**src/rtl/telephone_tone_generator_top_assert.svh**
```systemverilog
// Assertion macros for the tone generator top level.
`ifndef TELEPHONE_TONE_GENERATOR_TOP_ASSERT_SVH
`define TELEPHONE_TONE_GENERATOR_TOP_ASSERT_SVH

// Same-cycle implication, disabled in reset.
`define TTG_ASSERT_NOW(lbl, ante, cons) \
    lbl: assert property (@(posedge aclk) disable iff (!aresetn) (ante) |-> (cons)) \
        else $error("tone generator assertion failed");

// Next-cycle implication, disabled in reset.
`define TTG_ASSERT_NEXT(lbl, ante, cons) \
    lbl: assert property (@(posedge aclk) disable iff (!aresetn) (ante) |=> (cons)) \
        else $error("tone generator assertion failed");

`endif

```
**src/rtl/ttg_pkg.sv**
```systemverilog
package ttg_pkg;

    localparam int SAMPLE_RATE = 8000;
    localparam int TIME_WIDTH  = 32;

    localparam int R8_W        = $clog2(SAMPLE_RATE);
    localparam int RING_CYCLE     = 4 * SAMPLE_RATE;
    localparam int RINGING_PERIOD = 5 * SAMPLE_RATE;
    localparam int CHOP_PERIOD    = (88 * SAMPLE_RATE) / 2000;
    localparam int RING_W      = $clog2(RING_CYCLE);
    localparam int RINGING_W   = $clog2(RINGING_PERIOD);
    localparam int CHOP_W      = $clog2(CHOP_PERIOD);

    localparam logic [TIME_WIDTH-1:0] RECIP_RING =
        TIME_WIDTH'((64'd1 << TIME_WIDTH) / RING_CYCLE);
    localparam logic [TIME_WIDTH-1:0] RECIP_RINGING =
        TIME_WIDTH'((64'd1 << TIME_WIDTH) / RINGING_PERIOD);
    localparam logic [TIME_WIDTH-1:0] RECIP_CHOP =
        TIME_WIDTH'((64'd1 << TIME_WIDTH) / CHOP_PERIOD);

    localparam int FADE_LEN    = (3 * SAMPLE_RATE) / 1000;
    localparam int ON_LEN      = (1300 * SAMPLE_RATE) / 1000;
    localparam int CHOP_RAMP   = (3 * SAMPLE_RATE) / 2000;
    localparam int CHOP_HALF   = CHOP_PERIOD / 2;
    localparam int RAMP_IDX_W  = $clog2(FADE_LEN);

    localparam int FREQ_W      = 11;
    localparam int X_W         = FREQ_W + R8_W;
    localparam int PH_NUM_W    = R8_W + 16;
    localparam logic [X_W-1:0] RECIP_X =
        X_W'((64'd1 << X_W) / SAMPLE_RATE);
    localparam logic [PH_NUM_W-1:0] RECIP_PH =
        PH_NUM_W'((64'd1 << PH_NUM_W) / SAMPLE_RATE);

    localparam logic [FREQ_W-1:0] F_RING    = 11'd1300;
    localparam logic [FREQ_W-1:0] F_RINGING = 11'd425;

    localparam int QD       = 8;
    localparam int QCNT_W   = $clog2(QD + 1);
    localparam int QPTR_W   = $clog2(QD);

    typedef enum logic [1:0] {
        OP_RING    = 2'd0,
        OP_TEST    = 2'd1,
        OP_RINGING = 2'd2,
        OP_TOUCH   = 2'd3
    } op_t;

    typedef enum logic [1:0] {
        OUT_ONE  = 2'd0,
        OUT_ZERO = 2'd1,
        OUT_COS  = 2'd2
    } outer_t;

    typedef enum logic [1:0] {
        IN_ONE  = 2'd0,
        IN_ZERO = 2'd1,
        IN_RISE = 2'd2,
        IN_FALL = 2'd3
    } inner_t;

    typedef struct packed {
        op_t                   op;
        logic [FREQ_W-1:0]     f1;
        logic [FREQ_W-1:0]     f2;
        logic [R8_W-1:0]       r8;
        logic                  ring_on;
        outer_t                outer;
        logic [RAMP_IDX_W-1:0] outer_n;
        inner_t                inner;
        logic [RAMP_IDX_W-1:0] inner_n;
    } job_t;

    typedef logic [15:0] ramp_tbl_t [2**RAMP_IDX_W];

    function automatic ramp_tbl_t build_ramp();
        ramp_tbl_t t;
        for (int i = 0; i < 2**RAMP_IDX_W; i++) begin
            t[i] = 16'((longint'(i) * 32768000) / (3 * SAMPLE_RATE));
        end
        return t;
    endfunction

    localparam ramp_tbl_t RAMP_TBL = build_ramp();

    localparam logic [14:0] QSINE [33] = '{
        15'd0, 15'd1608, 15'd3212, 15'd4808, 15'd6393, 15'd7962, 15'd9512, 15'd11039,
        15'd12539, 15'd14010, 15'd15446, 15'd16846, 15'd18204, 15'd19519, 15'd20787,
        15'd22005, 15'd23170, 15'd24279, 15'd25329, 15'd26319, 15'd27245, 15'd28105,
        15'd28898, 15'd29621, 15'd30273, 15'd30852, 15'd31356, 15'd31785, 15'd32137,
        15'd32412, 15'd32609, 15'd32728, 15'd32767
    };

    localparam logic [FREQ_W-1:0] ROW_FREQ [4] = '{11'd697, 11'd770, 11'd852, 11'd941};
    localparam logic [FREQ_W-1:0] COL_FREQ [3] = '{11'd1209, 11'd1336, 11'd1477};

    typedef logic [2:0] key_tbl_t [16];

    function automatic key_tbl_t build_key(input bit want_row);
        key_tbl_t t;
        for (int i = 0; i < 16; i++) begin
            t[i] = want_row ? 3'(i / 3) : 3'(i % 3);
        end
        return t;
    endfunction

    localparam key_tbl_t KEY_ROW = build_key(1'b1);
    localparam key_tbl_t KEY_COL = build_key(1'b0);

endpackage

```
**src/rtl/ttg_front.sv**
```systemverilog
module ttg_front (
    input  logic                           aclk,
    input  logic                           aresetn,
    input  logic                           in_valid,
    input  logic [1:0]                     in_opcode,
    input  logic [3:0]                     in_key,
    input  logic [ttg_pkg::TIME_WIDTH-1:0] in_time,
    output logic                           push,
    output ttg_pkg::job_t                  push_job,
    output logic [1:0]                     busy
);
    import ttg_pkg::*;

    localparam int TW = TIME_WIDTH;

    logic              v1_reg, v2_reg, v3_reg;
    op_t               op1_reg, op2_reg;
    logic [3:0]        key1_reg, key2_reg;
    logic [TW-1:0]     t1_reg, t2_reg;
    logic [2*TW-1:0]   pa_reg, pb_reg, pc_reg;
    logic [RING_W-1:0]    ra2_reg;
    logic [RINGING_W-1:0] rb2_reg;
    logic [CHOP_W-1:0]    rc2_reg;
    job_t              job3_reg;

    logic [TW-1:0] qa, qb, qc, da, db, dc, ra, rb, rc;
    job_t          job_next;
    logic [TW-1:0] rr;
    logic [2:0]    row;
    logic [RING_W-1:0] r8w;

    always_comb begin
        qa = pa_reg[2*TW-1:TW];
        qb = pb_reg[2*TW-1:TW];
        qc = pc_reg[2*TW-1:TW];
        da = t1_reg - qa * TW'(RING_CYCLE);
        db = t1_reg - qb * TW'(RINGING_PERIOD);
        dc = t1_reg - qc * TW'(CHOP_PERIOD);
        ra = (da >= TW'(RING_CYCLE))     ? da - TW'(RING_CYCLE)     : da;
        rb = (db >= TW'(RINGING_PERIOD)) ? db - TW'(RINGING_PERIOD) : db;
        rc = (dc >= TW'(CHOP_PERIOD))    ? dc - TW'(CHOP_PERIOD)    : dc;
    end

    always_comb begin
        job_next = '0;
        job_next.op = op2_reg;

        if (ra2_reg >= RING_W'(3 * SAMPLE_RATE)) begin
            r8w = ra2_reg - RING_W'(3 * SAMPLE_RATE);
        end else if (ra2_reg >= RING_W'(2 * SAMPLE_RATE)) begin
            r8w = ra2_reg - RING_W'(2 * SAMPLE_RATE);
        end else if (ra2_reg >= RING_W'(SAMPLE_RATE)) begin
            r8w = ra2_reg - RING_W'(SAMPLE_RATE);
        end else begin
            r8w = ra2_reg;
        end
        job_next.r8 = R8_W'(r8w);

        row = KEY_ROW[key2_reg];
        case (op2_reg)
            OP_RING, OP_TEST: begin
                job_next.f1 = F_RING;
            end
            OP_RINGING: begin
                job_next.f1 = F_RINGING;
            end
            OP_TOUCH: begin
                job_next.f1 = (row < 3'd4) ? ROW_FREQ[row[1:0]] : '0;
                job_next.f2 = COL_FREQ[KEY_COL[key2_reg][1:0]];
            end
            default: begin
                job_next.f1 = '0;
            end
        endcase

        job_next.ring_on = (rb2_reg >= RINGING_W'(2 * SAMPLE_RATE)) &&
                           (rb2_reg <  RINGING_W'(3 * SAMPLE_RATE));

        rr = (op2_reg == OP_TEST) ? t2_reg : TW'(ra2_reg);
        if (rr < TW'(FADE_LEN)) begin
            job_next.outer   = OUT_COS;
            job_next.outer_n = RAMP_IDX_W'(rr);
        end else if (rr > TW'(ON_LEN - FADE_LEN) && rr < TW'(ON_LEN)) begin
            job_next.outer   = OUT_COS;
            job_next.outer_n = RAMP_IDX_W'(TW'(ON_LEN) - rr);
        end else if (rr >= TW'(ON_LEN)) begin
            job_next.outer   = OUT_ZERO;
        end else begin
            job_next.outer   = OUT_ONE;
        end

        if (rc2_reg > CHOP_W'(CHOP_PERIOD - CHOP_RAMP)) begin
            job_next.inner   = IN_FALL;
            job_next.inner_n = RAMP_IDX_W'(CHOP_W'(CHOP_PERIOD) - rc2_reg);
        end else if (rc2_reg < CHOP_W'(CHOP_RAMP)) begin
            job_next.inner   = IN_RISE;
            job_next.inner_n = RAMP_IDX_W'(rc2_reg);
        end else if (rc2_reg > CHOP_W'(CHOP_HALF - CHOP_RAMP) &&
                     rc2_reg < CHOP_W'(CHOP_HALF + CHOP_RAMP)) begin
            if (rc2_reg < CHOP_W'(CHOP_HALF)) begin
                job_next.inner   = IN_RISE;
                job_next.inner_n = RAMP_IDX_W'(CHOP_W'(CHOP_HALF) - rc2_reg);
            end else begin
                job_next.inner   = IN_FALL;
                job_next.inner_n = RAMP_IDX_W'(rc2_reg - CHOP_W'(CHOP_HALF));
            end
        end else if (rc2_reg <= CHOP_W'(CHOP_HALF)) begin
            job_next.inner   = IN_ONE;
        end else begin
            job_next.inner   = IN_ZERO;
        end
    end

    always_ff @(posedge aclk) begin
        if (!aresetn) begin
            v1_reg <= 1'b0;
            v2_reg <= 1'b0;
            v3_reg <= 1'b0;
        end else begin
            v1_reg <= in_valid;
            v2_reg <= v1_reg;
            v3_reg <= v2_reg;
        end
        op1_reg  <= op_t'(in_opcode);
        key1_reg <= in_key;
        t1_reg   <= in_time;
        pa_reg   <= (2*TW)'(in_time) * (2*TW)'(RECIP_RING);
        pb_reg   <= (2*TW)'(in_time) * (2*TW)'(RECIP_RINGING);
        pc_reg   <= (2*TW)'(in_time) * (2*TW)'(RECIP_CHOP);
        op2_reg  <= op1_reg;
        key2_reg <= key1_reg;
        t2_reg   <= t1_reg;
        ra2_reg  <= RING_W'(ra);
        rb2_reg  <= RINGING_W'(rb);
        rc2_reg  <= CHOP_W'(rc);
        job3_reg <= job_next;
    end

    assign push     = v3_reg;
    assign push_job = job3_reg;
    assign busy     = 2'(v1_reg) + 2'(v2_reg) + 2'(v3_reg);

endmodule

```
**config.mk**
```make
export PLATFORM = sky130hd
export DESIGN_NAME = ttg_front
export DESIGN_NICKNAME = d
export VERILOG_FILES = /design/src/rtl/telephone_tone_generator_top_assert.svh /design/src/rtl/ttg_pkg.sv /design/src/rtl/ttg_front.sv
export SDC_FILE = /design/constraint.sdc
export NUM_CORES = 2
export LEC_CHECK = 0
export BUFFER_PORTS_ARGS = -buffer_cell sky130_fd_sc_hd__buf_2
export CAP_MARGIN = 15
export CORE_MARGIN = 10
export CORE_UTILIZATION = 60
export DETAILED_ROUTE_END_ITERATION = 7
export MAX_ROUTING_LAYER = met4
export PLACE_DENSITY = 0.88
export SYNTH_ARGS = -nofsm -noshare
export SYNTH_HDL_FRONTEND = slang
export SYNTH_SLANG_ARGS = --single-unit
```
**constraint.sdc**
```tcl
create_clock -name aclk -period 9.94 [get_ports aclk]
set_input_delay 2.485 -clock aclk [delete_from_list [all_inputs] [get_ports aclk]]
set_output_delay 2.485 -clock aclk [all_outputs]
set_load 0.02 [all_outputs]
```
Yosys cells after proc, flatten, opt, wreduce, memory -nomap -nowiden
Memories as Yosys holds them, arrays and structs flattened.
Index checks and enable logic that the tools add are counted.
Storage, ports and cells
  logic and storage cells: 111
  memories: 2
  bits of input ports: 41
  ROM bits: 96
  register bits: 325
  output and inout port bits: 55
Operators by class
  reductions and logical operators: 7
  add/sub/neg operators: 15
  multiplexer cells: 28
  bitwise logic cells: 3
  order comparisons: 22
  equal/unequal tests: 3
  multipliers: 6
Memories
  (no name shown): words 16, bits a word 3, rd ports 1, clocked after memory_dff 0, write ports 0, RTL line ttg_front.sv:69  | job_next.f2 = COL_FREQ[KEY_COL[key2_reg][1:0]];
  (no name shown): words 16, bits a word 3, rd ports 1, clocked after memory_dff 0, write ports 0, RTL line ttg_front.sv:59  | row = KEY_ROW[key2_reg];
Operators by type and width (count)
  $sub 32x32->32: 3
  $mul 32x24->56 const B: 1
  $mux 11: 5
  $mul 32x18->50 const B: 1
  $mul 32x16->48 const B: 1
  $bmux 11 s2: 2
  $mux 13: 3
  $sub 13x13->13 const B: 3
  $pmux 11 s3: 1
  $ge 32x14->1 const B: 1
  $ge 32x15->1 const B: 1
  $ge 32x16->1 const B: 1
  $ge 32x9->1 const B: 1
  $gt 32x14->1 const B: 1
  $lt 32x14->1 const B: 1
  $lt 32x5->1 const B: 1
  $mux 32: 1
  $mul 24x4->27 const B: 1
  $mul 17x10->26 const B: 1
  $mul 18x7->24 const B: 1
  $mux 5: 4
  $lt 9x8->1 const B: 2
  $ge 16x14->1 const B: 1
  $lt 16x15->1 const B: 1
  32 further kinds: 45

Longest topological paths before layout
  depth after elaboration: 10
  mapped depth: 32
  mapped depth without buffers: 31

Least setup slack after synthesis
OpenSTA, ideal clock, no wires.
  path type: input -> register
  start point: input in_time[4] (netlist bit)
  end point: register pc_reg[52]
  required time: 9.868 ns
  stages: 23
  arrival: 8.551 ns
  setup time: 0.072 ns
  buffers on the path: 0
  path slack: 1.317 ns
  cell sequence: ha_1 inv_1 fa_1 fa_1 inv_1 fa_1 fa_1 inv_1 fa_1 inv_1 fa_1 ha_1 and3_1 nand3_1 nor3_1 a221oi_1 o21ai_0 o211ai_1 o21ai_0 a31o_2 a21o_1 o41ai_1 xnor2_1
Between the ends
  word-level cells in the longest chain between the ends: 1
RTL lines
  start, declared: RTL line ttg_front.sv:7  | input logic [ttg_pkg::TIME_WIDTH-1:0] in_time,
  $mul 32x24->56: RTL line ttg_front.sv:129  | pc_reg <= (2*TW)'(in_time) * (2*TW)'(RECIP_CHOP);
  end signal, assigned: RTL line ttg_front.sv:129
  end, declared: RTL line ttg_front.sv:20  | logic [2*TW-1:0] pa_reg, pb_reg, pc_reg;
Every way passes these cells.
A chain may end at the register's enable or synchronous reset.

Final worst setup path
  start point: input in_time[11] (netlist bit)
  end point: register pc_reg[52]
Same word-level chain as after synthesis.

==> out/summary.md <==
* complete, no violations — run status
* 0.06 ns — clock edge transition at the registers on the reported setup and hold paths
* 21 — number of stages on the worst setup path
* 6.814% — area added between synthesis and finish
* in_time[11] — worst setup path startpoint
* 1.039 — final weighted congestion in routability-driven placement
* 84490 um^2 — Total Die Area
* 9.199% — Seq/Total Area, Yosys
* 5.797 — DR vias/cell
* 0.56 ns — later-pin clock latency in the skew report
* 126600 um — Final Routed Wirelength
* 58340 um — total met2 wirelength after detailed routing
* 0 — grt total ovfl
* 2562 — Iteration-0 DRC Markers
* 0 — number of flops mapped to enable cells by yosys
* sky130_fd_sc_hd__clkbuf_16 — clk root buf
* 6364 — final net count
* 93 — Buffers on Ports
* 96 — Ports
* 109800 um — Final HPWL DP
* 0.52 ns — largest incremental delay on the critical path
* 0 — number of violations of the max-capacitance limit
* 0 — hold violation count in the final report
* 32691 — Via Count
* 1 — H-tree depth reported by CTS
* 202 — number of synthesized register bits
* 60.35% — effective utilization at floorplan
* 0 — residual antenna-violating net count after detailed routing
* buf_2 > ha_1 > inv_1 > fa_1 > inv_1 > fa_1 > fa_1 > fa_1 > fa_1 > fa_1 > ha_1 > a21o_1 > a21o_1 > a221oi_1 > o21ai_0 > o211ai_1 > o21ai_0 > a31o_2 > a21o_1 > o41ai_1 > xnor2_1 — worst-path cell chain
* 1.43 ns — Worst R2R Setup Slack
* 35535 — number of global-route vias before repair
* 0 — post-CTS setup-driven buffer insertion count
* 22.45 um — post-DR wirelength/cell
* 202 — Sink Count
* input port — category of the worst setup path launch point
* reg2reg — Hold Crit Class
* 43960 um^2 — summed instance area of the synthesized netlist
* 5 — drt first pass iters
* 0.02695 ns — worst setup skew after layout
* 5.195% — share of post-route cells with drive strength above 1
* 10.42 ns — data required time of the critical path
* sky130_fd_sc_hd__ha_1 — Critical-path top delay cell
* 0 — detailed-route DRC error count
* 1.030 ns — Worst Max-Slew Pin Slew
* 0 — number of warnings issued by yosys
* 30.94% — GRT Overall Usage
* 0 — post-cts gate resize count
* 14 — CP max FO
* 0% — share of flip-flops with an asynchronous set or reset after synthesis
* 9.56 ns — data arrival time of the worst path
* 5656 — fill cell instance count of the final layout
* pa_reg[32]$_DFF_P_ — launch instance of the worst register-to-register path
* yes — TritonCTS clock tree
* 4492 — Cells after Synth
* no — unrepaired setup endpoints after global routing
* pc_reg[52]$_DFF_P_ — Critical path destination
* 0 — max-slew violations
* 72830 um^2 — floorplan core area
* sky130_fd_sc_hd__dfxtp_1 — predominant post-synthesis flop cell
* 4 — number of antenna violations at the first check in global routing
* met4 — top layer used by detailed routing
* 9.786 um^2 — Synth Area per Inst
* 0 — Post-CTS Hold Buffers
* 64.47% — final cell utilization of the core
* flip-flop — crit end category
* 0 — number of setup violations in the final report
* 30.87% — relative slew slack
* in2reg — Worst Setup Path Type
* 99 — count of standard-cell rows
* 43 — max FFs per register
* sky130_fd_sc_hd__fa_1 — crit-path most repeated cell
* 290.7 um — Die Wd
* 198000 um — global-route wire length before repair
* adder cells — cell class contributing the biggest share of worst-path delay
* 80 — Cell variety after synth
* 3 — maximum buffer depth of the clock tree
* 9.086 ns — min Tclk post-route
* 17 — largest net degree at the start of global routing
* 49520 um — routed length on met1
* 25 — cts bufs inserted
* 0.1101 GHz — Max Fclk
* 28 — Worst R2R Path Depth
* 11860 um — Met3 Routed Length
* ra2_reg[12]$_DFF_P_ — endpoint of the lowest-slack register-to-register path
* sky130_fd_sc_hd__inv_1 — commonest non-fill, non-tap cell in the layout
* 91.41% — Final Cycle Share
* 290.7 um — die outline height
* 3 — number of buffer and inverter stages on the critical path
* 1249 x sky130_fd_sc_hd__inv_1, 902 x sky130_fd_sc_hd__ha_1, 760 x sky130_fd_sc_hd__fa_1 — commonest cells after routing, fill and taps aside
cells in the mapped netlist, types with 18 or more instances:
cell type,count,area [um^2]
sky130_fd_sc_hd__a21o_1,78,585.6
sky130_fd_sc_hd__o211ai_1,18,135.1
sky130_fd_sc_hd__nand4_1,19,118.9
sky130_fd_sc_hd__a211oi_1,22,165.2
sky130_fd_sc_hd__nor2b_1,41,256.5
sky130_fd_sc_hd__xnor2_1,104,910.9
sky130_fd_sc_hd__o21bai_1,20,150.1
sky130_fd_sc_hd__dfxtp_1,202,4044
sky130_fd_sc_hd__nand2_1,101,379.1
sky130_fd_sc_hd__or3_1,22,137.6
sky130_fd_sc_hd__nor3_1,45,225.2
sky130_fd_sc_hd__and2_1,20,125.1
sky130_fd_sc_hd__a31oi_1,21,131.4
sky130_fd_sc_hd__xor2_1,73,639.4
sky130_fd_sc_hd__o21ai_0,126,630.6
sky130_fd_sc_hd__fa_1,760,15210
sky130_fd_sc_hd__o21a_1,36,270.3
sky130_fd_sc_hd__nand2b_1,31,193.9
sky130_fd_sc_hd__ha_1,902,11290
sky130_fd_sc_hd__a21oi_1,174,870.8
sky130_fd_sc_hd__inv_1,1249,4688
sky130_fd_sc_hd__nor2_1,132,495.5
sky130_fd_sc_hd__nand3_1,34,170.2
per-stage QoR:
| stage | hold WS, ns | cell area [um^2] | setup WS [ns] | TNS, ns | instances |
|---|---|---|---|---|---|
| after detailed placement | 0.3168 | 46060 | -0.1017 | -0.1868 | 5591 |
| after CTS | 0.3318 | 46940 | 0.4329 | 0 | 5635 |
| after global placement | 0.3136 | 46060 | -0.008723 | -0.008723 | 5591 |
| after floorplan | 0.3096 | 43960 | 1.317 | 0 | 4493 |
| after global routing | 0.3331 | 46950 | 0.4621 | 0 | 5639 |
| final | 0.3291 | 46950 | 0.8541 | 0 | 5639 |
area by class of cell:
class | instances | area, um^2 | share of cell area (%)
well taps | 959 | 1200 | 2.555
clock inverters | 13 | 211.5 | 0.4503
repair buffers | 168 | 1039 | 2.212
flip-flops and latches | 202 | 4044 | 8.612
diodes | 2 | 5.005 | 0.01066
clock buffers | 31 | 668.1 | 1.423
multi-input cells | 3015 | 35100 | 74.75
inverters | 1249 | 4688 | 9.985
kinds of logic (layout without fill, tap and decap cells):
group                    Yosys count  after routing  share of synthesized area, %
buffers and inverters           1276           1461                         10.98
other                              1              4                      0.008531
XOR/XNOR                         178            178                         3.581
flip-flops                       202            202                         9.199
AND/OR/NAND/NOR                  525            525                         6.151
AO/OA/AOI/OAI                    630            630                         9.367
adder cells (fa/ha/maj)         1662           1662                         60.29
multiplexers                      18             18                        0.4298
worst register-to-register path, delay by kind of cell, from the launching register on:
kind / cells / cell delay, ns
AOI/OAI and AO/OA: 14 / 3.25
adders and majority gates: 6 / 2.60
and+or+nand+nor: 3 / 1.17
DFF: 1 / 0.61
xor gates and xnor gates: 2 / 0.53
buffers and inverters: 3 / 0.19
worst min-delay path by stage:
stage / depth (start not counted) / slack [ns] / to / from
after floorplan: 0 / 0.31 / key2_reg[0]$_DFF_P_ / key1_reg[0]$_DFF_P_
after detailed placement: 0 / 0.32 / op2_reg[0]$_DFF_P_ / op1_reg[0]$_DFF_P_
final: 0 / 0.33 / op2_reg[0]$_DFF_P_ / op1_reg[0]$_DFF_P_
after global routing: 0 / 0.33 / op2_reg[0]$_DFF_P_ / op1_reg[0]$_DFF_P_
after CTS: 0 / 0.33 / op2_reg[0]$_DFF_P_ / op1_reg[0]$_DFF_P_
after global placement: 0 / 0.31 / op2_reg[0]$_DFF_P_ / op1_reg[0]$_DFF_P_
routing by layer:
layer | up-vias | track usage [%]
met1 | 16100 | 37.98
met3 | 364 | 5.887
met5 | - | -
met2 | 1534 | 49.32
met4 | 0 | 13.62
li1 | 14693 | -
Power is left out: the tool's default activity adds up to more than one toggle a clock period on the data nets, which glitch-free logic cannot reach.
