<file path="config.mk">
export PLATFORM = sky130hd
export DESIGN_NAME = ttg_fifo
export DESIGN_NICKNAME = d
export VERILOG_FILES = /design/src/rtl/telephone_tone_generator_top_assert.svh /design/src/rtl/ttg_pkg.sv /design/src/rtl/ttg_fifo.sv
export SDC_FILE = /design/constraint.sdc
export NUM_CORES = 1
export LEC_CHECK = 0
export ABC_AREA = 1
export ABC_CLOCK_PERIOD_IN_PS = 4700
export BUFFER_PORTS_ARGS = -buffer_cell sky130_fd_sc_hd__buf_2
export CAP_MARGIN = 20
export CORE_MARGIN = 4
export CORE_UTILIZATION = 57
export DETAILED_ROUTE_END_ITERATION = 8
export PLACE_DENSITY = 0.75
export SLEW_MARGIN = 15
export SYNTH_ARGS = -nofsm -noshare
export SYNTH_HDL_FRONTEND = slang
export SYNTH_SLANG_ARGS = --single-unit
</file>
<file path="constraint.sdc">
create_clock -name aclk -period 4.7 [get_ports aclk]
set_clock_uncertainty 0.1 [all_clocks]
set_input_delay 0.94 -clock aclk [delete_from_list [all_inputs] [get_ports aclk]]
set_output_delay 0.94 -clock aclk [all_outputs]
set_load 0.03 [all_outputs]
</file>
<file path="src/rtl/telephone_tone_generator_top_assert.svh">
// Assertion macros for the tone generator top level.
`ifndef TELEPHONE_TONE_GENERATOR_TOP_ASSERT_SVH
`define TELEPHONE_TONE_GENERATOR_TOP_ASSERT_SVH

// Same-cycle implication, disabled in reset.
`define TTG_ASSERT_NOW(lbl, ante, cons) \
    lbl: assert property (@(posedge aclk) disable iff (!aresetn) (ante) |-> (cons)) \
        else $error("tone generator assertion failed");

// Next-cycle implication, disabled in reset.
`define TTG_ASSERT_NEXT(lbl, ante, cons) \
    lbl: assert property (@(posedge aclk) disable iff (!aresetn) (ante) |=> (cons)) \
        else $error("tone generator assertion failed");

`endif

</file>
<file path="src/rtl/ttg_pkg.sv">
package ttg_pkg;

    localparam int SAMPLE_RATE = 8000;
    localparam int TIME_WIDTH  = 32;

    localparam int R8_W        = $clog2(SAMPLE_RATE);
    localparam int RING_CYCLE     = 4 * SAMPLE_RATE;
    localparam int RINGING_PERIOD = 5 * SAMPLE_RATE;
    localparam int CHOP_PERIOD    = (88 * SAMPLE_RATE) / 2000;
    localparam int RING_W      = $clog2(RING_CYCLE);
    localparam int RINGING_W   = $clog2(RINGING_PERIOD);
    localparam int CHOP_W      = $clog2(CHOP_PERIOD);

    localparam logic [TIME_WIDTH-1:0] RECIP_RING =
        TIME_WIDTH'((64'd1 << TIME_WIDTH) / RING_CYCLE);
    localparam logic [TIME_WIDTH-1:0] RECIP_RINGING =
        TIME_WIDTH'((64'd1 << TIME_WIDTH) / RINGING_PERIOD);
    localparam logic [TIME_WIDTH-1:0] RECIP_CHOP =
        TIME_WIDTH'((64'd1 << TIME_WIDTH) / CHOP_PERIOD);

    localparam int FADE_LEN    = (3 * SAMPLE_RATE) / 1000;
    localparam int ON_LEN      = (1300 * SAMPLE_RATE) / 1000;
    localparam int CHOP_RAMP   = (3 * SAMPLE_RATE) / 2000;
    localparam int CHOP_HALF   = CHOP_PERIOD / 2;
    localparam int RAMP_IDX_W  = $clog2(FADE_LEN);

    localparam int FREQ_W      = 11;
    localparam int X_W         = FREQ_W + R8_W;
    localparam int PH_NUM_W    = R8_W + 16;
    localparam logic [X_W-1:0] RECIP_X =
        X_W'((64'd1 << X_W) / SAMPLE_RATE);
    localparam logic [PH_NUM_W-1:0] RECIP_PH =
        PH_NUM_W'((64'd1 << PH_NUM_W) / SAMPLE_RATE);

    localparam logic [FREQ_W-1:0] F_RING    = 11'd1300;
    localparam logic [FREQ_W-1:0] F_RINGING = 11'd425;

    localparam int QD       = 8;
    localparam int QCNT_W   = $clog2(QD + 1);
    localparam int QPTR_W   = $clog2(QD);

    typedef enum logic [1:0] {
        OP_RING    = 2'd0,
        OP_TEST    = 2'd1,
        OP_RINGING = 2'd2,
        OP_TOUCH   = 2'd3
    } op_t;

    typedef enum logic [1:0] {
        OUT_ONE  = 2'd0,
        OUT_ZERO = 2'd1,
        OUT_COS  = 2'd2
    } outer_t;

    typedef enum logic [1:0] {
        IN_ONE  = 2'd0,
        IN_ZERO = 2'd1,
        IN_RISE = 2'd2,
        IN_FALL = 2'd3
    } inner_t;

    typedef struct packed {
        op_t                   op;
        logic [FREQ_W-1:0]     f1;
        logic [FREQ_W-1:0]     f2;
        logic [R8_W-1:0]       r8;
        logic                  ring_on;
        outer_t                outer;
        logic [RAMP_IDX_W-1:0] outer_n;
        inner_t                inner;
        logic [RAMP_IDX_W-1:0] inner_n;
    } job_t;

    typedef logic [15:0] ramp_tbl_t [2**RAMP_IDX_W];

    function automatic ramp_tbl_t build_ramp();
        ramp_tbl_t t;
        for (int i = 0; i < 2**RAMP_IDX_W; i++) begin
            t[i] = 16'((longint'(i) * 32768000) / (3 * SAMPLE_RATE));
        end
        return t;
    endfunction

    localparam ramp_tbl_t RAMP_TBL = build_ramp();

    localparam logic [14:0] QSINE [33] = '{
        15'd0, 15'd1608, 15'd3212, 15'd4808, 15'd6393, 15'd7962, 15'd9512, 15'd11039,
        15'd12539, 15'd14010, 15'd15446, 15'd16846, 15'd18204, 15'd19519, 15'd20787,
        15'd22005, 15'd23170, 15'd24279, 15'd25329, 15'd26319, 15'd27245, 15'd28105,
        15'd28898, 15'd29621, 15'd30273, 15'd30852, 15'd31356, 15'd31785, 15'd32137,
        15'd32412, 15'd32609, 15'd32728, 15'd32767
    };

    localparam logic [FREQ_W-1:0] ROW_FREQ [4] = '{11'd697, 11'd770, 11'd852, 11'd941};
    localparam logic [FREQ_W-1:0] COL_FREQ [3] = '{11'd1209, 11'd1336, 11'd1477};

    typedef logic [2:0] key_tbl_t [16];

    function automatic key_tbl_t build_key(input bit want_row);
        key_tbl_t t;
        for (int i = 0; i < 16; i++) begin
            t[i] = want_row ? 3'(i / 3) : 3'(i % 3);
        end
        return t;
    endfunction

    localparam key_tbl_t KEY_ROW = build_key(1'b1);
    localparam key_tbl_t KEY_COL = build_key(1'b0);

endpackage

</file>
<file path="src/rtl/ttg_fifo.sv">
module ttg_fifo (
    input  logic                         aclk,
    input  logic                         aresetn,
    input  logic                         push,
    input  ttg_pkg::job_t                push_job,
    input  logic                         pop,
    output ttg_pkg::job_t                head_job,
    output logic [ttg_pkg::QCNT_W-1:0]   count
);
    import ttg_pkg::*;

    job_t              mem_reg [QD];
    logic [QPTR_W-1:0] wr_reg, rd_reg;
    logic [QCNT_W-1:0] cnt_reg;

    always_ff @(posedge aclk) begin
        if (!aresetn) begin
            wr_reg  <= '0;
            rd_reg  <= '0;
            cnt_reg <= '0;
        end else begin
            if (push) begin
                wr_reg <= wr_reg + 1'b1;
            end
            if (pop) begin
                rd_reg <= rd_reg + 1'b1;
            end
            cnt_reg <= cnt_reg + QCNT_W'(push) - QCNT_W'(pop);
        end
        if (push) begin
            mem_reg[wr_reg] <= push_job;
        end
    end

    assign head_job = mem_reg[rd_reg];
    assign count    = cnt_reg;

endmodule

</file>
Word-level counts from Yosys, hierarchy flattened
Memories as Yosys holds them, arrays and structs flattened. A register that Yosys moved wholly into a read port is not among the register bits.
Index checks and enable logic that the tools add are counted.

storage, ports and cells
  output and inout bits = 56
  bits in registers = 10
  memories = 1
  bits of input ports = 56
  bits in writable memories = 416

operators by class
  $add $sub $neg = 4
  muxes and demuxes = 4

memory list
  memory   words  bits a word  read ports  clocked after Yosys merged registers in  wr ports  line            text
  mem_reg  8      52           1           1                                        1         ttg_fifo.sv:12  job_t mem_reg [QD];

operator list
  cell                 number
  $add 3x1->3 const B  2
  $mux 3               2
  $add 4x1->4          1
  $sub 4x1->4          1
  $mux 1               2

Depth between registers and ports, before layout
Gate-level depths: netlist (run 1).

  depth after elaboration = 3
  depth in mapped cells = 9
  depth with buffers taken out = 9

Worst setup path before layout (run 1)
No wires, ideal clock.

  path kind = input -> register
  start = input push
  end = memory mem_reg[0][0] in the netlist's numbering (enable)
  buffers on the path = 0
  arrival = 3490 ps
  data required time = 4138 ps
  cell stages on the path = 3
  setup slack = 649 ps
  setup time = 462 ps
  path through = inv_1 or2_2 nor2_1

between the ends
  word-level cells in the longest chain between the ends = 2

RTL lines
  item                          line            text
  from (decl)                   ttg_fifo.sv:4   input logic push,
  $mux 1                        ttg_fifo.sv:30  if (push) begin
  $mux 1 (implied by the code)  ttg_fifo.sv:31  mem_reg[wr_reg] <= push_job;
  to (decl)                     ttg_fifo.sv:12

No other way between the ends.

==> flow_metrics.tcl, run 1 <==
set metrics [dict create \
    pwr-share-clk_pct 36.9 \
    timing.hold.ws_ns 0.401 \
    post_synthesis_async_set_or_reset_flop_share_pct 0 \
    power.internal_mw 6.38 \
    mostFrequentLayoutCell "sky130_fd_sc_hd__nand2_1" \
    routabilityCongestion 0.761 \
    sw_frac_of_total_pct 25.0 \
    first_global_vias 11800 \
    routed_length_per_instance_um 15.8 \
    netlist_instances 1877 \
    grt_first_pass_wirelength_mm 61.1 \
    cts_max_level 2 \
    report.final.setup_viol 0 \
    detailed_place_hpwl_mm 20.1 \
    std_cell_rows 65 \
    fillerInstances 2444 \
    synth.net_count 1940 \
    synth_xor_area_share_pct 0.0470 \
    worst_setup_path_start_kind "flop" \
    cts.clk_slew.worst_paths_ns 0.06 \
    finalNetCount 2034 \
    holdCritPathClass "flop to flop" \
    yosys_warnings 0 \
    drt.antenna.violating_nets 0 \
    remaining_drc_errors 0 \
    synthSimpleGateAreaFrac_pct 19.9 \
    synth.cell_area_mm2 0.0186 \
    period_share_pct 81.5 \
    max_reg_flops 416 \
    synth-edff-count 416 \
    cts.path.max_buffers 3 \
    synth_fa_ha_area_share_pct 0.510 \
    area_added_between_synthesis_and_finish_pct 12.3 \
    synth-seq-cells 429 \
    power.combinational.fraction_pct 12.2 \
    area_of_the_multi_input_gates_mm2 0.00393 \
    share_of_layout_cells_above_drive_strength_1_pct 9.94 \
    synth_top_family_by_area "simple AND/OR/NAND/NOR gates" \
    die_w_um 189 \
    fraction_of_power_consumed_by_sequential_logic_pct 50.9 \
    leakage_nw 9.66 \
    cp_max_fo 43 \
    post_cts_resized 0 \
    synth.lib_cells_used.distinct 18 \
    final-max-slew-violation-count 0 \
    cts_buffers 43 \
    slew_of_the_pin_with_the_lowest_slew_margin_ns 1.06 \
    yosys_most_used_dff "sky130_fd_sc_hd__edfxtp_1" \
    detail_route.vias_per_cell 4.99 \
    pin_count 112 \
    grt_util_all_layers_pct 21.6 \
    final_hold_viol_count 0 \
    initial_antenna_violation_count 6 \
    port-buffer-count 111 \
    commonest_cells_after_routing_fill_and_taps_aside "sky130_fd_sc_hd__nand2_1 (691), sky130_fd_sc_hd__inv_1 (430), sky130_fd_sc_hd__edfxtp_1 (416)" \
    postRouteWirelength_mm 38.5 \
    worst_setup_path_end_kind "primary output" \
    initial_utilization_pct 58.5 \
    detailedRoute.firstPassIterationCount 5 \
    p_per_area_mw_per_mm2 406 \
    cts_tree "done" \
    finalSetupTns_ns 0 \
    grt_setup_unrepaired "no" \
    worst-endpoint-required_ns 3.66 \
    layout.area.seq_mm2 0.0128 \
    hold_fix_buffers_cts 0 \
    ctsRootBufferMaster "sky130_fd_sc_hd__clkbuf_16" \
    total_switching_power_mw 2.13 \
    path_class "flop to primary output" \
    final.min_clock_period_ns 3.83 \
    detailedRoute.firstIterationViolations 899 \
    post_cts_setup_buffers 0 \
    chipHeight_um 189 \
    timing.critical_path.arrival_ns 2.79 \
    run_status "finished clean" \
    clk_sinks 429 \
    syn_avg_cell_area_um2 9.93 \
    synth.yosys.seq_area_share_pct 68.4 \
    clkLatencyLatePin_ns 0.52 \
    r2r_slack_ns 2.45 \
    timing.max_cap.violations 0 \
    vdd_ir_drop_max_mv 0.337 \
    maximum_clock_frequency_mhz 261 \
    largest_net_degree_at_the_start_of_global_routing 209 \
    slew-limit-headroom_pct 29.2 \
    global_route.overflow_total 0 \
    design.die.area_mm2 0.0357 \
    synth-compound-area-share_pct 0.295 \
    design.core.area_mm2 0.0319 \
    via_count 12200 \
    synthMuxAreaShare_pct 0 \
]
## cells in the mapped netlist (2+ instances only)
library cell,instances,share of area (%)
sky130_fd_sc_hd__edfxtp_1,416,67
sky130_fd_sc_hd__a21oi_1,7,0.19
sky130_fd_sc_hd__ha_1,6,0.40
sky130_fd_sc_hd__clkbuf_1,23,0.46
sky130_fd_sc_hd__nor2_1,14,0.28
sky130_fd_sc_hd__buf_2,37,0.99
sky130_fd_sc_hd__or2_2,2,0.067
sky130_fd_sc_hd__buf_1,4,0.081
sky130_fd_sc_hd__nand2_1,691,14
sky130_fd_sc_hd__nand3_1,210,5.6
sky130_fd_sc_hd__inv_2,2,0.040
sky130_fd_sc_hd__buf_4,15,0.60
sky130_fd_sc_hd__dfxtp_1,13,1.4
sky130_fd_sc_hd__inv_1,430,8.7
sky130_fd_sc_hd__o21ai_0,4,0.11
## final timing paths
kind / endpoint / depth (start not counted) / from
setup / recovery: head_job[20] / 7 / flop
hold / removal: wr_reg[0] / 2 / wr_reg[0]
setup reg to reg: mem_reg[0][32] / 3 / wr_reg[0]
hold reg to reg: wr_reg[0] / 2 / wr_reg[0]
## power groups by stage
stage | clock network (mW) | logic, mW | registers (mW)
after global routing | 3.36 | 1.16 | 4.34
after global placement | 0 | 1.02 | 4.41
final | 3.13 | 1.04 | 4.33
after detailed placement | 0 | 1.04 | 4.41
after CTS | 3.19 | 1.05 | 4.33
after floorplan | 0 | 0.708 | 4.43
## worst max-delay path, cell delays in order (launching register included)
cell,delay [ns]
sky130_fd_sc_hd__dfxtp_4,0.53
sky130_fd_sc_hd__clkinv_2,0.64
sky130_fd_sc_hd__buf_4,0.52
sky130_fd_sc_hd__nand3_1,0.15
sky130_fd_sc_hd__nand2_1,0.06
sky130_fd_sc_hd__nand2_1,0.06
sky130_fd_sc_hd__nand2_1,0.09
sky130_fd_sc_hd__buf_2,0.18
## layer usage
metal	track usage, %	vias to the layer above	part of all wire, %	wire length (µm)
met3	4.24	78	7.0	2710
met2	36.1	406	48	18600
met1	29.2	5647	42	16200
li1	-	6018	-	-
met5	0	-	0.17	66
met4	6.47	10	2.2	854
## kinds of logic (layout without fill, tap and decap cells)
group / count (synthesis) / count (layout)
AO/OA/AOI/OAI: 11 / 11
XOR/XNOR: 1 / 1
adder cells (fa/ha/maj): 7 / 7
buffers and inverters: 512 / 637
flip-flops: 429 / 429
other: 0 / 2
AND/OR/NAND/NOR: 917 / 917
## through the flow
stage          setup slack [ns]  total power [mW]  instances  instance area (µm²)  utilization, %
3_5_place_dp               1.41              5.45       2361                19600            61.6
6_report                  0.868              8.50       2439                20900            65.7
3_3_place_gp               1.40              5.42       2361                19600            61.6
5_1_grt                   0.671              8.86       2438                20900            65.7
2_1_floorplan             0.649              5.14       1877                18600               -
4_1_cts                   0.829              8.57       2437                20900            65.7
## layout make-up
class | count | area share (%)
clock inverters | 23 | 0.645
flip-flops and latches | 429 | 60.9
clock buffers | 53 | 5.52
inverters | 433 | 7.79
well taps | 435 | 2.60
multi-input cells | 936 | 18.8
repair buffers | 128 | 3.74
diodes | 2 | 0.0239
Note: power is estimated with default switching activity, not from simulation.
==> run 2: changes to the inputs <==
--- a/config.mk
+++ b/config.mk
@@ -6,13 +6,13 @@
 export NUM_CORES = 1
 export LEC_CHECK = 0
 export ABC_AREA = 1
-export ABC_CLOCK_PERIOD_IN_PS = 4700
+export ABC_CLOCK_PERIOD_IN_PS = 3100
 export BUFFER_PORTS_ARGS = -buffer_cell sky130_fd_sc_hd__buf_2
 export CAP_MARGIN = 20
 export CORE_MARGIN = 4
-export CORE_UTILIZATION = 57
+export CORE_UTILIZATION = 55
 export DETAILED_ROUTE_END_ITERATION = 8
-export PLACE_DENSITY = 0.75
+export PLACE_DENSITY = 0.76
 export SLEW_MARGIN = 15
 export SYNTH_ARGS = -nofsm -noshare
 export SYNTH_HDL_FRONTEND = slang
==> constraint.sdc (replaced) <==
create_clock -name aclk -period 3.1 [get_ports aclk]
set_clock_uncertainty 0.1 [all_clocks]
set_input_delay 0.62 -clock aclk [delete_from_list [all_inputs] [get_ports aclk]]
set_output_delay 0.62 -clock aclk [all_outputs]
set_load 0.03 [all_outputs]
==> run 2 against run 1 <==
Against the previous run:
- die area rose by 3.5%
- count of clock-buffer cells in the layout is the same
- hold slack lost 0.15 ns
==> flow_metrics.tcl, run 2 (synthesis results as in run 1) <==
set metrics [dict create \
    worst-endpoint-required_ns 2.38 \
    worst_hold_startpoint "push_job[22]" \
    design.core.area_mm2 0.0334 \
    maximum_clock_frequency_mhz 338 \
    slew_of_the_pin_with_the_lowest_slew_margin_ns 0.728 \
    cts.path.max_buffers 3 \
    r2r_slack_ns 1.21 \
    mostFrequentLayoutCell "sky130_fd_sc_hd__nand2_1" \
    postRouteWirelength_mm 39.8 \
    detailedRoute.firstPassIterationCount 5 \
    timing.critical_path.slowest_cell_delay_ns 0.58 \
    slew-limit-headroom_pct 51.5 \
    place_ws_ns 0.727 \
    max_reg_flops 416 \
    first_global_vias 12200 \
    grt_first_pass_wirelength_mm 63.1 \
    holdCritPathClass "primary input to flop" \
    cts_max_level 2 \
    timing.max_cap.violations 0 \
    largest_net_degree_at_the_start_of_global_routing 143 \
    port-buffer-count 111 \
    worst_setup_path_start_kind "flop" \
    commonest_cells_after_routing_fill_and_taps_aside "sky130_fd_sc_hd__nand2_1 (691), sky130_fd_sc_hd__inv_1 (430), sky130_fd_sc_hd__edfxtp_1 (416)" \
    hold-path-cell-count 1 \
    cts_tree "done" \
    detail_route.vias_per_cell 5.02 \
    final_hold_viol_count 0 \
    remaining_drc_errors 0 \
    fraction_of_power_consumed_by_sequential_logic_pct 51.2 \
    global_route.overflow_total 0 \
    critPathMostFrequentCell "sky130_fd_sc_hd__nand2_1" \
    die_w_um 192 \
    std_cell_rows 67 \
    run_status "finished clean" \
    ctsRootBufferMaster "sky130_fd_sc_hd__clkbuf_16" \
    detailedRoute.firstIterationViolations 1050 \
    timing.critical_path.cells "buf_4 > nand2_1 > nand3_1 > nand2_1 > nand2_1 > nand2_1 > buf_2" \
    pin_count 112 \
    clkLatencyLatePin_ns 0.54 \
    critical-path-slowest-cell "sky130_fd_sc_hd__buf_4" \
    vdd_ir_drop_max_mv 0.546 \
    rr_endpoint "mem_reg[5][38]" \
    grt_setup_unrepaired "no" \
    routabilityCongestion 0.734 \
    area_added_between_synthesis_and_finish_pct 13.1 \
    hold_fix_buffers_cts 0 \
    power.combinational.fraction_pct 12.6 \
    initial_antenna_violation_count 8 \
    routed_length_per_instance_um 16.2 \
    period_share_pct 95.4 \
    cp_max_fo 66 \
    chipHeight_um 192 \
    initial_utilization_pct 55.7 \
    final_worst_setup_slack_ns 0.141 \
    post_cts_setup_buffers 0 \
    sw_frac_of_total_pct 25.4 \
    grt_util_all_layers_pct 21.7 \
    drt.antenna.violating_nets 0 \
    timing.critical_path.arrival_ns 2.24 \
    worst_r2r_path_depth 3 \
    p_per_area_mw_per_mm2 607 \
    detailed_place_hpwl_mm 22.3 \
    worst_setup_path_end_kind "primary output" \
    pwr-share-clk_pct 36.2 \
    power.internal_mw 9.56 \
    postLayoutCoreUtil_pct 63.1 \
    final-max-slew-violation-count 0 \
    share_of_layout_cells_above_drive_strength_1_pct 10.6 \
    post_cts_resized 0 \
    design.die.area_mm2 0.0369 \
    report.final.setup_viol 0 \
    leakage_nw 9.75 \
    worst_r2r_startpoint "wr_reg[0]" \
    finalNetCount 2047 \
    via_count 12400 \
    cts_buffers 43 \
    path_class "flop to primary output" \
    total_switching_power_mw 3.25 \
    clk_sinks 429 \
    final.min_clock_period_ns 2.96 \
    cts.clk_slew.worst_paths_ns 0.06 \
    min_to "mem_reg[1][22]" \
]
-- run 2: cell count changes in the layout (fill, tap and decap cells not counted), sizes merged --
cell,previous run,this run
buf,128,141
diode,2,6
clkinv,20,17
clkinvlp,3,0
inv,432,435
bufinv,1,0
-- run 2: final cells by class --
class                           instances  area, µm²
Inverter                              433       1630
Antenna cell                            6       15.0
Clock inverter                         19        106
Tap cell                              448        561
Clock buffer                           53       1130
Sequential cell                       429      12800
Multi-Input combinational cell        936       3930
Fill cell                            2505      12400
Timing Repair Buffer                  141        956
-- run 2: layer usage --
layer / routed length [µm] / share of wire (%) / up-vias / track usage [%]
met5: 31 / 0.078 / - / 0
met3: 2900 / 7.3 / 79 / 3.83
met1: 16300 / 41 / 5814 / 28.8
li1: - / - / 6039 / -
met4: 993 / 2.5 / 6 / 6.50
met2: 19600 / 49 / 428 / 37.0
-- run 2: worst max-delay path by stage --
stage	cells past startpoint	endpoint	start
floorplan	3	mem_reg[0][0]	push
detailed placement	8	head_job[46]	flop
finish	7	head_job[15]	flop
global placement	8	head_job[1]	flop
CTS	8	head_job[46]	flop
global route	8	head_job[46]	flop
-- run 2: stage by stage --
step | cells | setup TNS (ns) | area (µm²) | hold slack (ns) | total power, mW
floorplan | 1877 | -131.34 | 18700 | 0.369 | 7.79
finish | 2465 | 0 | 21100 | 0.249 | 12.8
detailed placement | 2387 | 0 | 19800 | 0.408 | 8.31
global route | 2464 | 0 | 21100 | 0.247 | 13.3
CTS | 2459 | 0 | 21100 | 0.237 | 12.9
global placement | 2387 | 0 | 19800 | 0.390 | 8.26
-- run 2: worst max-delay path: cells and delay by family (launching register included) --
kind | cells | cell delay [ns]
AND/OR/NAND/NOR | 5 | 0.48
flip-flops | 1 | 0.39
buffers and inverters | 2 | 0.78
-- run 2: power groups by stage --
| stage | sequential [mW] | combinational, mW | clock, mW |
|---|---|---|---|
| 2_1_floorplan | 6.71 | 1.08 | 0 |
| 3_3_place_gp | 6.68 | 1.58 | 0 |
| 3_5_place_dp | 6.68 | 1.62 | 0 |
| 4_1_cts | 6.56 | 1.63 | 4.70 |
| 5_1_grt | 6.57 | 1.80 | 4.95 |
| 6_report | 6.56 | 1.62 | 4.63 |
==> run 3: changes to the inputs <==
--- a/config.mk
+++ b/config.mk
@@ -5,14 +5,13 @@
 export SDC_FILE = /design/constraint.sdc
 export NUM_CORES = 1
 export LEC_CHECK = 0
-export ABC_AREA = 1
 export ABC_CLOCK_PERIOD_IN_PS = 3100
 export BUFFER_PORTS_ARGS = -buffer_cell sky130_fd_sc_hd__buf_2
 export CAP_MARGIN = 20
 export CORE_MARGIN = 4
-export CORE_UTILIZATION = 55
+export CORE_UTILIZATION = 54
 export DETAILED_ROUTE_END_ITERATION = 8
-export PLACE_DENSITY = 0.76
+export PLACE_DENSITY = 0.75
 export SLEW_MARGIN = 15
 export SYNTH_ARGS = -nofsm -noshare
 export SYNTH_HDL_FRONTEND = slang
==> run 3 against run 2 <==
Against the previous run:
- count of clock-buffer cells in the layout is 4 higher
- setup slack worse by 0.034 ns
- critical path depth is 2 lower
- highest routed layer unchanged
- synthesized area is 13% lower
==> flow_metrics.tcl, run 3 <==
set metrics [dict create \
    area_added_between_synthesis_and_finish_pct 16.1 \
    placedCellCount 1155 \
    min_to "count[0]" \
    die_w_um 181 \
    syn_avg_cell_area_um2 24.3 \
    worst_r2r_path_depth 3 \
    report.final.setup_viol 0 \
    clkLatencyLatePin_ns 0.53 \
    worst_r2r_startpoint "wr_reg[0]" \
    leakage_nw 6.04 \
    synth.cell_area_mm2 0.0162 \
    yosys_warnings 0 \
    path_class "flop to primary output" \
    grt_setup_unrepaired "no" \
    yosys-top-cells-area "sky130_fd_sc_hd__edfxtp_1 (77%), sky130_fd_sc_hd__mux4_2 (14%), sky130_fd_sc_hd__mux2_2 (3.6%), sky130_fd_sc_hd__dfxtp_1 (1.6%), sky130_fd_sc_hd__mux4_1 (0.81%)" \
    cts_max_level 2 \
    mostFrequentLayoutCell "sky130_fd_sc_hd__edfxtp_1" \
    drt.antenna.violating_nets 0 \
    first_global_vias 7990 \
    detailed_place_hpwl_mm 16.4 \
    timing.hold.ws_ns 0.233 \
    yosys-top-cells-count "sky130_fd_sc_hd__edfxtp_1 (416), sky130_fd_sc_hd__mux4_2 (99), sky130_fd_sc_hd__mux2_2 (52)" \
    postRouteWirelength_mm 30.6 \
    final-max-slew-violation-count 0 \
    worst_hold_startpoint "aresetn" \
    synth_top_area_share_pct 77.0 \
    worst_setup_path_end_kind "primary output" \
    detailedRoute.firstPassIterationCount 5 \
    fin_cells 1238 \
    run_status "finished clean" \
    r2r_slack_ns 1.15 \
    detail_route.vias_per_cell 5.83 \
    netlist_instances 667 \
    yosysMostFrequentCell "sky130_fd_sc_hd__edfxtp_1" \
    timing.max_cap.violations 0 \
    worst_setup_path_start_kind "flop" \
    synth-edff-count 416 \
    initial_utilization_pct 54.7 \
    synth.net_count 730 \
    cts_buffers 43 \
    synth.lib_cells_used.distinct 25 \
    post_synthesis_async_set_or_reset_flop_share_pct 0 \
    commonest_cells_after_routing_fill_and_taps_aside "sky130_fd_sc_hd__edfxtp_1 (416), sky130_fd_sc_hd__buf_2 (111), sky130_fd_sc_hd__mux4_2 (99)" \
    slew-limit-headroom_pct 65.7 \
    initial_antenna_violation_count 7 \
    via_count 7214 \
    rr_endpoint "mem_reg[5][4]" \
    clk_sinks 429 \
    p_per_area_mw_per_mm2 670 \
    post-synth-top-area-cell "sky130_fd_sc_hd__edfxtp_1" \
    port-buffer-count 111 \
    max_reg_flops 416 \
    worst-endpoint-required_ns 2.38 \
    ctsRootBufferMaster "sky130_fd_sc_hd__clkbuf_16" \
    grt_util_all_layers_pct 19.1 \
    finalSetupTns_ns 0 \
    hold_fix_buffers_cts 0 \
    cp_max_fo 18 \
    cts_tree "done" \
    global_route.overflow_total 0 \
    vdd_ir_drop_max_mv 0.465 \
    pin_count 112 \
    detailedRoute.firstIterationViolations 633 \
    chipHeight_um 181 \
    design.die.area_mm2 0.0329 \
    hold-path-cell-count 2 \
    grt_first_pass_wirelength_mm 47.4 \
    std_cell_rows 63 \
    final_worst_setup_slack_ns 0.107 \
    cts.path.max_buffers 3 \
    maximum_clock_frequency_mhz 334 \
    timing.critical_path.arrival_ns 2.27 \
    place_ws_ns 0.452 \
    final_hold_viol_count 0 \
    yosys_most_used_dff "sky130_fd_sc_hd__edfxtp_1" \
    design.core.area_mm2 0.0296 \
    design_power_total_mw 12.6 \
    remaining_drc_errors 0 \
    period_share_pct 96.6 \
    final.min_clock_period_ns 2.99 \
    largest_net_degree_at_the_start_of_global_routing 57 \
    synth-seq-cells 429 \
    slew_of_the_pin_with_the_lowest_slew_margin_ns 0.512 \
    cts.clk_slew.worst_paths_ns 0.06 \
    routabilityCongestion 0.699 \
    share_of_layout_cells_above_drive_strength_1_pct 41.6 \
    routed_length_per_instance_um 24.7 \
    finalNetCount 877 \
    synth.yosys.seq_area_share_pct 78.6 \
    holdCritPathClass "primary input to flop" \
]
-- run 3: metal layers --
layer / up-vias / global-route usage [%] / routed length (µm)
met3: 52 / 4.85 / 2240
met5: - / 0 / 59
li1: 3131 / - / -
met2: 217 / 31.6 / 15400
met1: 3802 / 26.0 / 12400
met4: 12 / 4.62 / 497
-- run 3: worst max-delay path by stage --
stage                     start            end  slack (ns)
after detailed placement   flop   head_job[40]        0.45
after global placement     flop   head_job[30]        0.49
final                      flop    head_job[8]        0.11
after global routing       flop   head_job[16]       0.007
after floorplan            push  mem_reg[1][0]       -0.39
after CTS                  flop   head_job[25]        0.05
-- run 3: logic make-up after synthesis --
group	share of synthesized area, %
AOI/OAI and AO/OA	0.0617
and+or+nand+nor	0.764
adders and majority gates	0.586
muxes	18.3
DFF	78.6
xor gates and xnor gates	0.324
buffers and inverters	1.37
-- run 3: layout make-up --
class                      count  area, µm²
clock inverter                21        125
antenna                        1       2.50
tap                          390        488
sequential                   429      12800
fill                        1961      10800
timing repair buffer         132        937
inverter                       7       26.3
clock buffer                  57       1180
multi-input combinational    201       3320
-- run 3: timing repair --
action,in CTS,in global routing
setup buffers,3,0
setup endpoints to repair,30,0
gates resized for setup,2,0
-- run 3: stage by stage --
| step | utilization, % | cell area (µm²) |
|---|---|---|
| 6_report | 63.6 | 18800 |
| 5_1_grt | 63.6 | 18800 |
| 4_1_cts | 63.6 | 18800 |
| 3_5_place_dp | 58.9 | 17500 |
| 3_3_place_gp | 58.9 | 17500 |
| 2_1_floorplan | - | 16200 |
-- run 3: report_power, final --
| group | leakage (nW) | switching [mW] | internal, mW |
|---|---|---|---|
| registers | 3.89 | 0.0750 | 6.53 |
| clock network | 0.643 | 1.99 | 2.76 |
| logic | 1.51 | 0.739 | 0.535 |
-- run 3: critical path: stages, from the launching register on --
cell and delay, ns:
sky130_fd_sc_hd__dfxtp_4 0.37, sky130_fd_sc_hd__buf_4 0.15, sky130_fd_sc_hd__buf_16 0.19, sky130_fd_sc_hd__mux4_2 0.53, sky130_fd_sc_hd__mux2_2 0.31, sky130_fd_sc_hd__buf_2 0.19
